## config.mk

```make
export PLATFORM = sky130hd
export DESIGN_NAME = dbqg_ctrl
export DESIGN_NICKNAME = d
export VERILOG_FILES = /design/src/sv/dbqg_pkg.sv /design/src/sv/dbqg_ctrl.sv
export SDC_FILE = /design/constraint.sdc
export NUM_CORES = 1
export LEC_CHECK = 0
export BUFFER_PORTS_ARGS = -buffer_cell sky130_fd_sc_hd__buf_2
export CORE_AREA = 2 2 39 41
export DETAILED_ROUTE_END_ITERATION = 10
export DIE_AREA = 0 0 41 43
export PLACE_DENSITY = 0.3
export SKIP_CTS_REPAIR_TIMING = 1
export SLEW_MARGIN = 20
export SYNTH_ARGS = -nofsm -noshare
export SYNTH_HDL_FRONTEND = slang
export SYNTH_SLANG_ARGS = --single-unit
```

## constraint.sdc

```tcl
create_clock -name clock -period 0.8 [get_ports clock]
set_input_delay 0.2 -clock clock [delete_from_list [all_inputs] [get_ports clock]]
set_output_delay 0.2 -clock clock [all_outputs]
set_load 0.05 [all_outputs]
```

## src/sv/dbqg_pkg.sv

```systemverilog
`timescale 1ns / 1ps
// ----------------------------------------------------------------------------
// dbqg_pkg
// Types, codes and constants shared by the deny burst quarantine guard.
// ----------------------------------------------------------------------------
package dbqg_pkg;

   localparam int TIME_W  = 32;
   localparam int COUNT_W = 16;
   localparam int IDX_W   = 6;
   localparam int CSR_IDX_W  = 3;
   localparam int CSR_DATA_W = 64;
   localparam int DENY_W     = 64;

   localparam logic [COUNT_W-1:0] DEFAULT_WINDOW   = 16'd60;
   localparam logic [COUNT_W-1:0] DEFAULT_DURATION = 16'd300;
   localparam logic [COUNT_W-1:0] COUNT_MAX        = 16'hFFFF;

   localparam logic                 RESET_GUARD_ENABLED    = 1'b1;
   localparam logic [COUNT_W-1:0]   RESET_WINDOW_SECONDS   = 16'd60;
   localparam logic [COUNT_W-1:0]   RESET_DENY_THRESHOLD   = 16'd20;
   localparam logic [COUNT_W-1:0]   RESET_QUAR_SECONDS     = 16'd300;
   localparam logic [COUNT_W-1:0]   RESET_LOCK_THRESHOLD   = 16'd0;
   localparam logic [COUNT_W-1:0]   RESET_LOCK_SECONDS     = 16'd300;
   localparam logic [DENY_W-1:0]    RESET_DENYLIST         = 64'd0;

   typedef enum logic {
      REQ_CHECK  = 1'b0,
      REQ_RECORD = 1'b1
   } req_kind_type;

   typedef enum logic [1:0] {
      OUTCOME_ALLOW = 2'd0,
      OUTCOME_DENY  = 2'd1,
      OUTCOME_ERROR = 2'd2,
      OUTCOME_OTHER = 2'd3
   } outcome_type;

   typedef enum logic [1:0] {
      REASON_ORDINARY    = 2'd0,
      REASON_QUARANTINED = 2'd1,
      REASON_LOCKDOWN    = 2'd2,
      REASON_DENYLIST    = 2'd3
   } reason_type;

   typedef enum logic [1:0] {
      VERDICT_ALLOW      = 2'd0,
      VERDICT_FORBIDDEN  = 2'd1,
      VERDICT_LOCKDOWN   = 2'd2,
      VERDICT_QUARANTINE = 2'd3
   } verdict_type;

   typedef enum logic [CSR_IDX_W-1:0] {
      CSR_GUARD_ENABLED      = 3'd0,
      CSR_WINDOW_SECONDS     = 3'd1,
      CSR_DENY_THRESHOLD     = 3'd2,
      CSR_QUARANTINE_SECONDS = 3'd3,
      CSR_LOCKDOWN_THRESHOLD = 3'd4,
      CSR_LOCKDOWN_SECONDS   = 3'd5,
      CSR_DENYLIST_BITS      = 3'd6
   } csr_index_type;

   typedef enum logic [1:0] {
      ST_IDLE,
      ST_READ,
      ST_EXEC
   } state_type;

   typedef struct packed {
      logic               req_type;
      logic [IDX_W-1:0]   subject_index;
      logic               id_present;
      logic [1:0]         outcome;
      logic [1:0]         reason_class;
      logic [TIME_W-1:0]  now_seconds;
   } req_payload_type;

   typedef struct packed {
      logic req_load;
      logic mem_read;
      logic exec;
   } ctrl_cmd_type;

   typedef struct packed {
      logic out_free;
   } dp_status_type;

endpackage

```

## src/sv/dbqg_ctrl.sv

```systemverilog
`timescale 1ns / 1ps
// ----------------------------------------------------------------------------
// dbqg_ctrl
// Sequencer: accepts a request, reads its slot, then commits the update.
// ----------------------------------------------------------------------------
module dbqg_ctrl (
   input  logic                    clock,
   input  logic                    reset,
   input  logic                    req_valid,
   output logic                    req_ready,
   input  dbqg_pkg::dp_status_type status,
   output dbqg_pkg::ctrl_cmd_type  cmd
);

   dbqg_pkg::state_type state_ff, state_in;

   always_ff @(posedge clock) begin
      if (reset) begin
         state_ff <= dbqg_pkg::ST_IDLE;
      end else begin
         state_ff <= state_in;
      end
   end

   always_comb begin
      state_in = state_ff;
      unique case (state_ff)
         dbqg_pkg::ST_IDLE: begin
            if (req_valid) state_in = dbqg_pkg::ST_READ;
         end
         dbqg_pkg::ST_READ: begin
            state_in = dbqg_pkg::ST_EXEC;
         end
         dbqg_pkg::ST_EXEC: begin
            // A held response stalls the commit; the next request can enter
            // in the same cycle as the commit.
            if (status.out_free) begin
               state_in = req_valid ? dbqg_pkg::ST_READ : dbqg_pkg::ST_IDLE;
            end
         end
         default: state_in = dbqg_pkg::ST_IDLE;
      endcase
   end

   always_comb begin
      req_ready    = 1'b0;
      cmd.mem_read = 1'b0;
      cmd.exec     = 1'b0;
      unique case (state_ff)
         dbqg_pkg::ST_IDLE: begin
            req_ready = 1'b1;
         end
         dbqg_pkg::ST_READ: begin
            cmd.mem_read = 1'b1;
         end
         dbqg_pkg::ST_EXEC: begin
            req_ready = status.out_free;
            cmd.exec  = status.out_free;
         end
         default: begin
            req_ready = 1'b0;
         end
      endcase
      cmd.req_load = req_ready & req_valid;
   end

endmodule

```

* Word-level counts from Yosys, hierarchy flattened
Cells that the tools add are included.
Operators by class: eq/ne operators 4, muxes and demuxes 7, bitwise operators 1, reduce and logical (&&, ||, !) cells 2
Operators with widths (count):
- $pmux W2 S3 | 1
- $mux W2 | 2
- $ne A2 B2 Y1 const B | 2
- $mux W1 | 3
- $eq A2 B1 Y1 const B | 1
- $eq A2 B2 Y1 const B | 1
- $logic_not A2 Y1 | 1
- $pmux W1 S2 | 1
- $reduce_and A2 Y1 | 1
- $and A1 B1 Y1 | 1
Word-level totals: register bits 2, input port bits 4, output and inout bits 4, logic and storage cells 15

* Logic depth before layout (Yosys ltp)
Gate-level depths: netlist of the first run.
depth in word-level cells 3, gate-level depth with buffers 2, depth with buffers taken out 2

* Least setup slack after synthesis of the first run
No wires, ideal clock.
path type flip-flop to output port, start reg state_ff[1], end out cmd[2] (netlist name), arrival 1612 ps, required time 600 ps, setup slack -1012 ps, stages on the path, launching flop included 3, buffers on the path 0, cells stage by stage dfxtp_1 > nor2b_4 > nor3b_1
RTL lines:
- start, declared | RTL line dbqg_ctrl.sv:15 | dbqg_pkg::state_type state_ff, state_in;
- start signal, assigned | RTL line dbqg_ctrl.sv:19 | state_ff <= dbqg_pkg::ST_IDLE;
- start signal, assigned | RTL line dbqg_ctrl.sv:21 | state_ff <= state_in;
- end, declared | RTL line dbqg_ctrl.sv:12 | output dbqg_pkg::ctrl_cmd_type cmd

==> results.sh, run 1 <==
export IMPL_run_status="finished with violations"
export IMPL_violations="negative setup slack"
export IMPL_rsz0062_at_grt="yes"
export IMPL_fp_dieH_um=43
export IMPL_die_area_sq_um=1760
export IMPL_clk_latency_ps=230
export IMPL_cts_made_buffers=3
export IMPL_routed_via_density=3.12
export IMPL_dp_hpwl_um=228
export IMPL_path_class="reg -> out"
export IMPL_grt_use_total=0.0410
export IMPL_vias=131
export IMPL_slowest_delay_ps=310
export IMPL_finalCritPeriodShare=1.54
export IMPL_cts_path_max_buffers=2
export IMPL_cts_sinks=2
export IMPL_reg2regPathDepth=3
export IMPL_cp_data_required_time_ps=600
export IMPL_ir_worst_vdd_mv=0.658
export IMPL_ys_warn_count=0
export IMPL_r2r_slack_ps=-160
export IMPL_start_util=0.0868
export IMPL_r2r_start="state_ff[0]"
export IMPL_setup_worst_path_start="state_ff[1]"
export IMPL_layout_commonest_cell="buf_6"
export IMPL_gp_congestion=0.535
export IMPL_mostFrequentLayoutCells="5 x buf_6, 3 x clkbuf_4, 3 x buf_2"
export IMPL_p_total_w=0.000511
export IMPL_maxSlewViolCount=0
export IMPL_total_leakage_power_nw=0.126
export IMPL_critical_path_slowest_cell="dfxtp_2"
export IMPL_timing_fmax_ghz=0.814
export IMPL_area_growth_pct=136
export IMPL_skew_ps=7.20
export IMPL_finalCriticalPeriod_ps=1230
export IMPL_grt_first_pass_wirelength_um=414
export IMPL_grt_pass1_vias=129
export IMPL_end_kind="primary output"
export IMPL_min_path_cells=2
export IMPL_first_pass_iters=1
export IMPL_grt_start_max_net_pins=7
export IMPL_postRouteAntennaNets=0
export IMPL_drive_gt1_frac=0.808
export IMPL_coreArea_sq_um=1380
export IMPL_drc=0
export IMPL_cts_root_buf="clkbuf_4"
export IMPL_cts_clk_slew_worst_paths_ps=30
export IMPL_place_area_sq_um=221
export IMPL_critPathCapture="cmd[2]"
export IMPL_antenna_cells=0
export IMPL_dp_cells=38
export IMPL_crit_path_start_kind="flop"
export IMPL_fin_util=0.205
export IMPL_avgRoutedWirePerCell_um=6.76
export IMPL_crit_chain="nor2b_4 > nor3b_4 > buf_6"
export IMPL_tightest_slew_ps=230
export IMPL_instances_no_fill=42
export IMPL_worst_path_buf_inv=1
export IMPL_syn_nets=17
export IMPL_die_w_um=41
export IMPL_syn_area_per_cell_sq_um=9.24
export IMPL_htreeDepth=1
export IMPL_top_level_ports=8
export IMPL_hold_violations=0
export IMPL_final_net_count=31
export IMPL_reg2reg_to="state_ff[1]"
export IMPL_syn_inst=13
export IMPL_cp_max_fo=3
export IMPL_grt_overflow_total=0
export IMPL_dpl_worst_slack_ps=-278
export IMPL_final_area_sq_um=284
export IMPL_top_regs="state_ff (2)"
export IMPL_seq_area_frac_synth=0.333
export IMPL_ys_ff_latch=2
export IMPL_setup_slack_ps=-428
export IMPL_cp_arrival_ps=1030
export IMPL_registers_top_by_ff_count="state_ff"
export IMPL_critical_path_top_delay_family="simple AND/OR/NAND/NOR gates"
export IMPL_row_count=14
export IMPL_setup_viol_count_final=6
export IMPL_maxCapViolCount=0
export IMPL_path_depth=3
export IMPL_synthDistinctLibCells=9
export IMPL_drt_initial_drc_count=0
export IMPL_relSlewSlack=0.844
export IMPL_hp_class="in -> reg"
export IMPL_cts_tree="done"
export IMPL_power_density_nw_per_um2=1800
export IMPL_portBuffers=7
export IMPL_syn_cell_area_sq_um=120
export IMPL_largest_reg_flops=2
export IMPL_antenna_found_initial=0
export IMPL_wirelength_um=284
[synthesized netlist by cell type, drive strengths merged]
master  number  area share
inv          1       0.031
nor2         3       0.094
nor2b        2        0.23
nand2        1       0.031
dfxtp        2        0.33
buf          1       0.063
nor3b        1       0.063
nor4b        1       0.073
a22o         1       0.083
[final cells by class]
cell class | count | area (sq um)
flip-flops and latches | 2 | 45.0
inverters | 1 | 3.75
fillers | 158 | 1100
multi-input cells | 9 | 103
well taps | 16 | 20.0
repair buffers | 10 | 86.3
clock buffers | 4 | 26.3
[where the power goes]
part | total [W] | switching, W | leakage [nW] | internal [W]
Sequential | 0.000118 | 0.0000113 | 0.0175 | 0.000106
Clock | 0.000249 | 0.0000638 | 0.0150 | 0.000186
Combinational | 0.000144 | 0.0000766 | 0.0933 | 0.0000672
Total | 0.000511 | 0.000152 | 0.126 | 0.000359
[cell families after synthesis]
family                 synth area share
and+or+nand+nor                   0.490
DFF                               0.333
buffers and inverters            0.0937
AOI/OAI and AO/OA                0.0833
[per-stage QoR]
stage	setup TNS (ps)	hold WS, ps
detailed placement	-1100	394
global route	-1970	142
floorplan	-694	269
CTS	-2110	147
finish	-1700	155
global placement	-1100	392
[how the worst min path moves through the flow]
| stage | startpoint | endpoint | slack [ps] |
|---|---|---|---|
| after floorplan | reset | state_ff[0] | 270 |
| after global placement | reset | state_ff[0] | 390 |
| after detailed placement | reset | state_ff[0] | 390 |
| after CTS | reset | state_ff[0] | 150 |
| after global routing | reset | state_ff[0] | 140 |
| final | reset | state_ff[0] | 160 |
[metal layers]
metal / up-vias / wire length (um) / GRT usage
met5: - / 0 / 0
li1: 67 / - / -
met2: 4 / 142 / 0.0531
met4: 0 / 0 / 0.0400
met1: 60 / 116 / 0.0287
met3: 0 / 25 / 0.0471
Power figures use the tool's default switching activity.
==> inputs of run 2 (changes only) <==
Settings changed: MAX_ROUTING_LAYER set to met4, TNS_END_PERCENT set to 1.
==> run 2 against run 1 <==
  * The run still ends with negative setup slack left
  * Critical path depth unchanged
  * Sequential share of layout area decreased by 0.33 points
  * Hold slack improved by 20 ps
  * Sequential power about the same
  * Global-route usage increased by 1.0 points
  * Power decreased by 5.9%
  * Worst setup slack improved by 8.6 ps
  * Non-clock buffer count increased by 1
  * Die area unchanged
  * Clock power decreased by 12%
  * Largest cell class is now buffers
  * Critical endpoint unchanged
  * Final cell count unchanged
  * Via count decreased by 4.6%
==> results.sh, run 2 (synthesis results as in run 1) <==
export IMPL_run_status="finished with violations"
export IMPL_violations="negative setup slack"
export IMPL_cts_made_buffers=3
export IMPL_start_util=0.0868
export IMPL_cts_path_max_buffers=2
export IMPL_top_level_ports=8
export IMPL_ir_worst_vdd_mv=1.11
export IMPL_wirelength_um=302
export IMPL_vias=125
export IMPL_reg2regPathDepth=3
export IMPL_slowest_delay_ps=310
export IMPL_mostFrequentLayoutCells="4 x buf_4, 3 x clkbuf_4, 3 x buf_2, 3 x buf_6"
export IMPL_finalCritPeriodShare=1.52
export IMPL_grt_first_pass_wirelength_um=510
export IMPL_path_class="reg -> out"
export IMPL_cts_clk_slew_worst_paths_ps=30
export IMPL_cp_data_required_time_ps=600
export IMPL_cts_root_buf="clkbuf_4"
export IMPL_antenna_found_initial=0
export IMPL_drive_gt1_frac=0.885
export IMPL_avgRoutedWirePerCell_um=7.19
export IMPL_min_path_cells=2
export IMPL_htreeDepth=1
export IMPL_setup_slack_ps=-420
export IMPL_rsz0062_at_grt="yes"
export IMPL_reg2reg_to="state_ff[1]"
export IMPL_grt_overflow_total=0
export IMPL_clkPwrFrac=0.453
export IMPL_power_density_nw_per_um2=1750
export IMPL_hp_class="in -> reg"
export IMPL_p_int_w=0.000342
export IMPL_grt_start_max_net_pins=5
export IMPL_tightest_slew_ps=171
export IMPL_die_area_sq_um=1760
export IMPL_cp_max_fo=3
export IMPL_power_frac_seq=0.239
export IMPL_layout_commonest_cell="buf_4"
export IMPL_critical_path_slowest_cell="dfxtp_2"
export IMPL_crit_path_start_kind="flop"
export IMPL_cp_arrival_ps=1020
export IMPL_fp_dieH_um=43
export IMPL_top_regs="state_ff (2)"
export IMPL_critical_path_top_delay_family="simple AND/OR/NAND/NOR gates"
export IMPL_grt_pass1_vias=124
export IMPL_switching_share=0.289
export IMPL_dp_cells=39
export IMPL_hold_violations=0
export IMPL_skew_ps=5.22
export IMPL_portBuffers=7
export IMPL_final_net_count=32
export IMPL_first_pass_iters=1
export IMPL_r2r_slack_ps=-90
export IMPL_postRouteAntennaNets=0
export IMPL_fin_tns_setup_ps=-1660
export IMPL_total_leakage_power_nw=0.124
export IMPL_end_kind="primary output"
export IMPL_routed_via_density=2.98
export IMPL_dp_hpwl_um=218
export IMPL_antenna_cells=0
export IMPL_hp_start="reset"
export IMPL_r2r_start="state_ff[1]"
export IMPL_area_growth_pct=128
export IMPL_largest_reg_flops=2
export IMPL_p_total_w=0.000481
export IMPL_setup_viol_count_final=6
export IMPL_gp_congestion=0.692
export IMPL_timing_fmax_ghz=0.820
export IMPL_cts_sinks=2
export IMPL_cts_tree="done"
export IMPL_coreArea_sq_um=1380
export IMPL_drc=0
export IMPL_relSlewSlack=0.886
export IMPL_row_count=14
export IMPL_instances_no_fill=42
export IMPL_crit_chain="nor2b_4 > nor3b_4 > buf_6"
export IMPL_finalCriticalPeriod_ps=1220
export IMPL_maxCapViolCount=0
export IMPL_registers_top_by_ff_count="state_ff"
export IMPL_grt_use_total=0.0513
export IMPL_pwr_share_comb=0.308
export IMPL_die_w_um=41
export IMPL_worst_path_buf_inv=1
export IMPL_maxSlewViolCount=0
export IMPL_drt_initial_drc_count=0
export IMPL_holdPathEnd="state_ff[0]"
export IMPL_clk_latency_ps=220
export IMPL_p_sw_w=0.000139
==> run 2: final cells by class <==
| cell class | instances | area, sq um |
|---|---|---|
| Multi-Input combinational cell | 9 | 91.3 |
| Clock buffer | 3 | 22.5 |
| Timing Repair Buffer | 11 | 93.8 |
| Fill cell | 153 | 1110 |
| Inverter | 1 | 3.75 |
| Sequential cell | 2 | 42.5 |
| Tap cell | 16 | 20.0 |
==> run 2: metrics by stage <==
step	instance area [sq um]	setup slack, ps	hold slack [ps]	util
3_5_place_dp	214	-264	400	0.155
2_1_floorplan	136	-349	279	-
5_1_grt	274	-475	171	0.198
3_3_place_gp	214	-279	395	0.155
6_report	274	-420	175	0.198
4_1_cts	236	-521	169	0.171
==> run 2: worst max-delay path by stage <==
stage              to  depth (start not counted)         from
6_report       cmd[2]                          3  state_ff[1]
5_1_grt        cmd[2]                          3  state_ff[1]
4_1_cts        cmd[2]                          3  state_ff[1]
3_5_place_dp   cmd[2]                          3  state_ff[1]
3_3_place_gp   cmd[2]                          3  state_ff[1]
2_1_floorplan  cmd[2]                          2  state_ff[1]
==> run 2: worst reg2reg max path, delay by kind of cell, from the launching register on <==
family	cells	cell delay, ps
compound gates	1	190
flops	1	310
simple gates	1	140
buf+inv	1	130
==> run 2: routing by layer <==
layer,wire [um],vias to the layer above,track usage
li1,-,70,-
met1,171,45,0.0605
met2,83,10,0.0406
met3,48,0,0.0628
met4,0,0,0.0400
met5,0,-,-
==> run 2: power by group through the flow <==
stage / logic [W] / registers (W) / clock network [W]
floorplan: 0.0000843 / 0.000117 / 0
global placement: 0.000123 / 0.000115 / 0
detailed placement: 0.000123 / 0.000115 / 0
CTS: 0.000124 / 0.000114 / 0.000233
global route: 0.000159 / 0.000116 / 0.000250
finish: 0.000148 / 0.000115 / 0.000218
==> inputs of run 3 (changes only) <==
Clock period 0.8 ns to 1.55 ns, I/O delays scaled along.
==> run 3 against run 2 <==
  * The run now ends clean
  * Non-clock buffer count decreased by 4
  * Critical path depth decreased by 1
  * Global-route usage increased by 0.31 points
  * Register-to-register slack improved by 780 ps
  * Utilization decreased by 5.3 points
  * Clock power decreased by 46%
  * Clock-buffer cell count unchanged
  * Clock skew increased by 1.1 ps
  * Critical endpoint is now cmd[1]
  * Largest power group unchanged
==> results.sh, run 3 (synthesis results as in run 1) <==
export IMPL_dpl_worst_slack_ps=200
export IMPL_grt_use_total=0.0544
export IMPL_rsz0062_at_grt="yes"
export IMPL_maxSlewViolCount=0
export IMPL_min_path_cells=2
export IMPL_end_kind="primary output"
export IMPL_grt_first_pass_wirelength_um=462
export IMPL_instances_no_fill=38
export IMPL_p_sw_w=0.0000721
export IMPL_hold_violations=0
export IMPL_top_regs="state_ff (2)"
export IMPL_clkPwrFrac=0.511
export IMPL_r2r_start="state_ff[0]"
export IMPL_first_pass_iters=2
export IMPL_ir_worst_vdd_mv=0.371
export IMPL_final_net_count=28
export IMPL_cts_root_buf="clkbuf_4"
export IMPL_avgRoutedWirePerCell_um=8.50
export IMPL_cts_sinks=2
export IMPL_setup_slack_ps=72.6
export IMPL_registers_top_by_ff_count="state_ff"
export IMPL_crit_path_start_kind="flop"
export IMPL_coreArea_sq_um=1380
export IMPL_switching_share=0.312
export IMPL_cts_path_max_buffers=2
export IMPL_antenna_cells=0
export IMPL_critPathCapture="cmd[1]"
export IMPL_die_w_um=41
export IMPL_cp_data_required_time_ps=1160
export IMPL_power_frac_seq=0.259
export IMPL_r2r_slack_ps=690
export IMPL_skew_ps=6.33
export IMPL_place_area_sq_um=173
export IMPL_reg2reg_to="state_ff[1]"
export IMPL_grt_overflow_total=0
export IMPL_setup_viol_count_final=0
export IMPL_p_total_w=0.000231
export IMPL_grt_pass1_vias=101
export IMPL_path_class="reg -> out"
export IMPL_power_density_nw_per_um2=1160
export IMPL_layout_commonest_cell="buf_2"
export IMPL_regArea_sq_um=40.0
export IMPL_top_level_ports=8
export IMPL_routed_via_density=3.34
export IMPL_total_leakage_power_nw=0.0919
export IMPL_pwr_share_comb=0.231
export IMPL_drc=0
export IMPL_hp_class="in -> reg"
export IMPL_htreeDepth=1
export IMPL_cp_max_fo=6
export IMPL_multiInputGateArea_sq_um=73.8
export IMPL_die_area_sq_um=1760
export IMPL_area_growth_pct=66.7
export IMPL_wirelength_um=323
export IMPL_final_area_sq_um=200
export IMPL_tightest_slew_ps=232
export IMPL_n_fill_cell=150
export IMPL_fp_dieH_um=43
export IMPL_fin_util=0.145
export IMPL_clk_latency_ps=230
export IMPL_gp_congestion=0.508
export IMPL_grt_start_max_net_pins=7
export IMPL_maxCapViolCount=0
export IMPL_run_status="finished clean"
export IMPL_largest_reg_flops=2
export IMPL_start_util=0.0868
export IMPL_cts_tree="done"
export IMPL_portBuffers=7
export IMPL_cp_arrival_ps=1090
export IMPL_p_int_w=0.000159
export IMPL_dp_cells=35
export IMPL_cts_clk_slew_worst_paths_ps=30
export IMPL_finalCriticalPeriod_ps=1480
export IMPL_vias=127
export IMPL_row_count=14
export IMPL_cts_made_buffers=3
export IMPL_setup_worst_path_start="state_ff[0]"
export IMPL_antenna_found_initial=0
export IMPL_timing_fmax_ghz=0.677
export IMPL_mostFrequentLayoutCells="5 x buf_2, 4 x clkbuf_4, 3 x nor2_1, 2 x nor2b_4, 2 x dfxtp_1"
export IMPL_drive_gt1_frac=0.636
export IMPL_relSlewSlack=0.843
export IMPL_postRouteAntennaNets=0
export IMPL_dp_hpwl_um=226
export IMPL_finalCritPeriodShare=0.953
export IMPL_drt_initial_drc_count=1
export IMPL_reg2regPathDepth=2
## run 3: cell count changes in the layout (fill, tap and decap cells not counted), moves of 2 or more
cell / previous run / this run
buf_4: 4 / 1
dfxtp_1: 0 / 2
buf_6: 3 / 0
dfxtp_2: 2 / 0
nor2_1: 1 / 3
nor2_2: 2 / 0
buf_2: 3 / 5
## run 3: per-layer routing
layer	track usage	up-vias	routed length, um
li1	-	61	-
met1	0.0575	52	178
met2	0.0344	12	80
met3	0.0942	2	59
met4	0.0400	0	5
met5	-	-	0
## run 3: power groups by stage
stage	sequential [W]	combinational [W]	clock, W
floorplan	0.0000594	0.0000405	0
global placement	0.0000598	0.0000506	0
detailed placement	0.0000601	0.0000512	0
CTS	0.0000595	0.0000513	0.000126
global route	0.0000603	0.0000567	0.000137
finish	0.0000599	0.0000534	0.000118
## run 3: final cells by class
type                            count  area share
Timing Repair Buffer                7       0.200
Clock buffer                        3       0.112
Tap cell                           16       0.100
Inverter                            1      0.0188
Multi-Input combinational cell      9       0.369
Sequential cell                     2       0.200
## run 3: how the worst min path moves through the flow
| stage | endpoint | start | slack (ps) |
|---|---|---|---|
| 2_1_floorplan | state_ff[0] | reset | 470 |
| 3_3_place_gp | state_ff[0] | state_ff[0] | 530 |
| 3_5_place_dp | state_ff[0] | state_ff[0] | 550 |
| 4_1_cts | state_ff[0] | reset | 360 |
| 5_1_grt | state_ff[0] | reset | 360 |
| 6_report | state_ff[0] | reset | 370 |
## run 3: worst max-delay path, cell delays in order (launching register included)
cell	delay, ps
dfxtp_1	440
nor2b_4	200
clkbuf_4	230
## run 3: per-stage QoR
step / TNS, ps / hold WS, ps
after floorplan: 0 / 467
after global placement: 0 / 532
after detailed placement: 0 / 552
after CTS: 0 / 360
after global routing: -6.23 / 360
final: 0 / 372
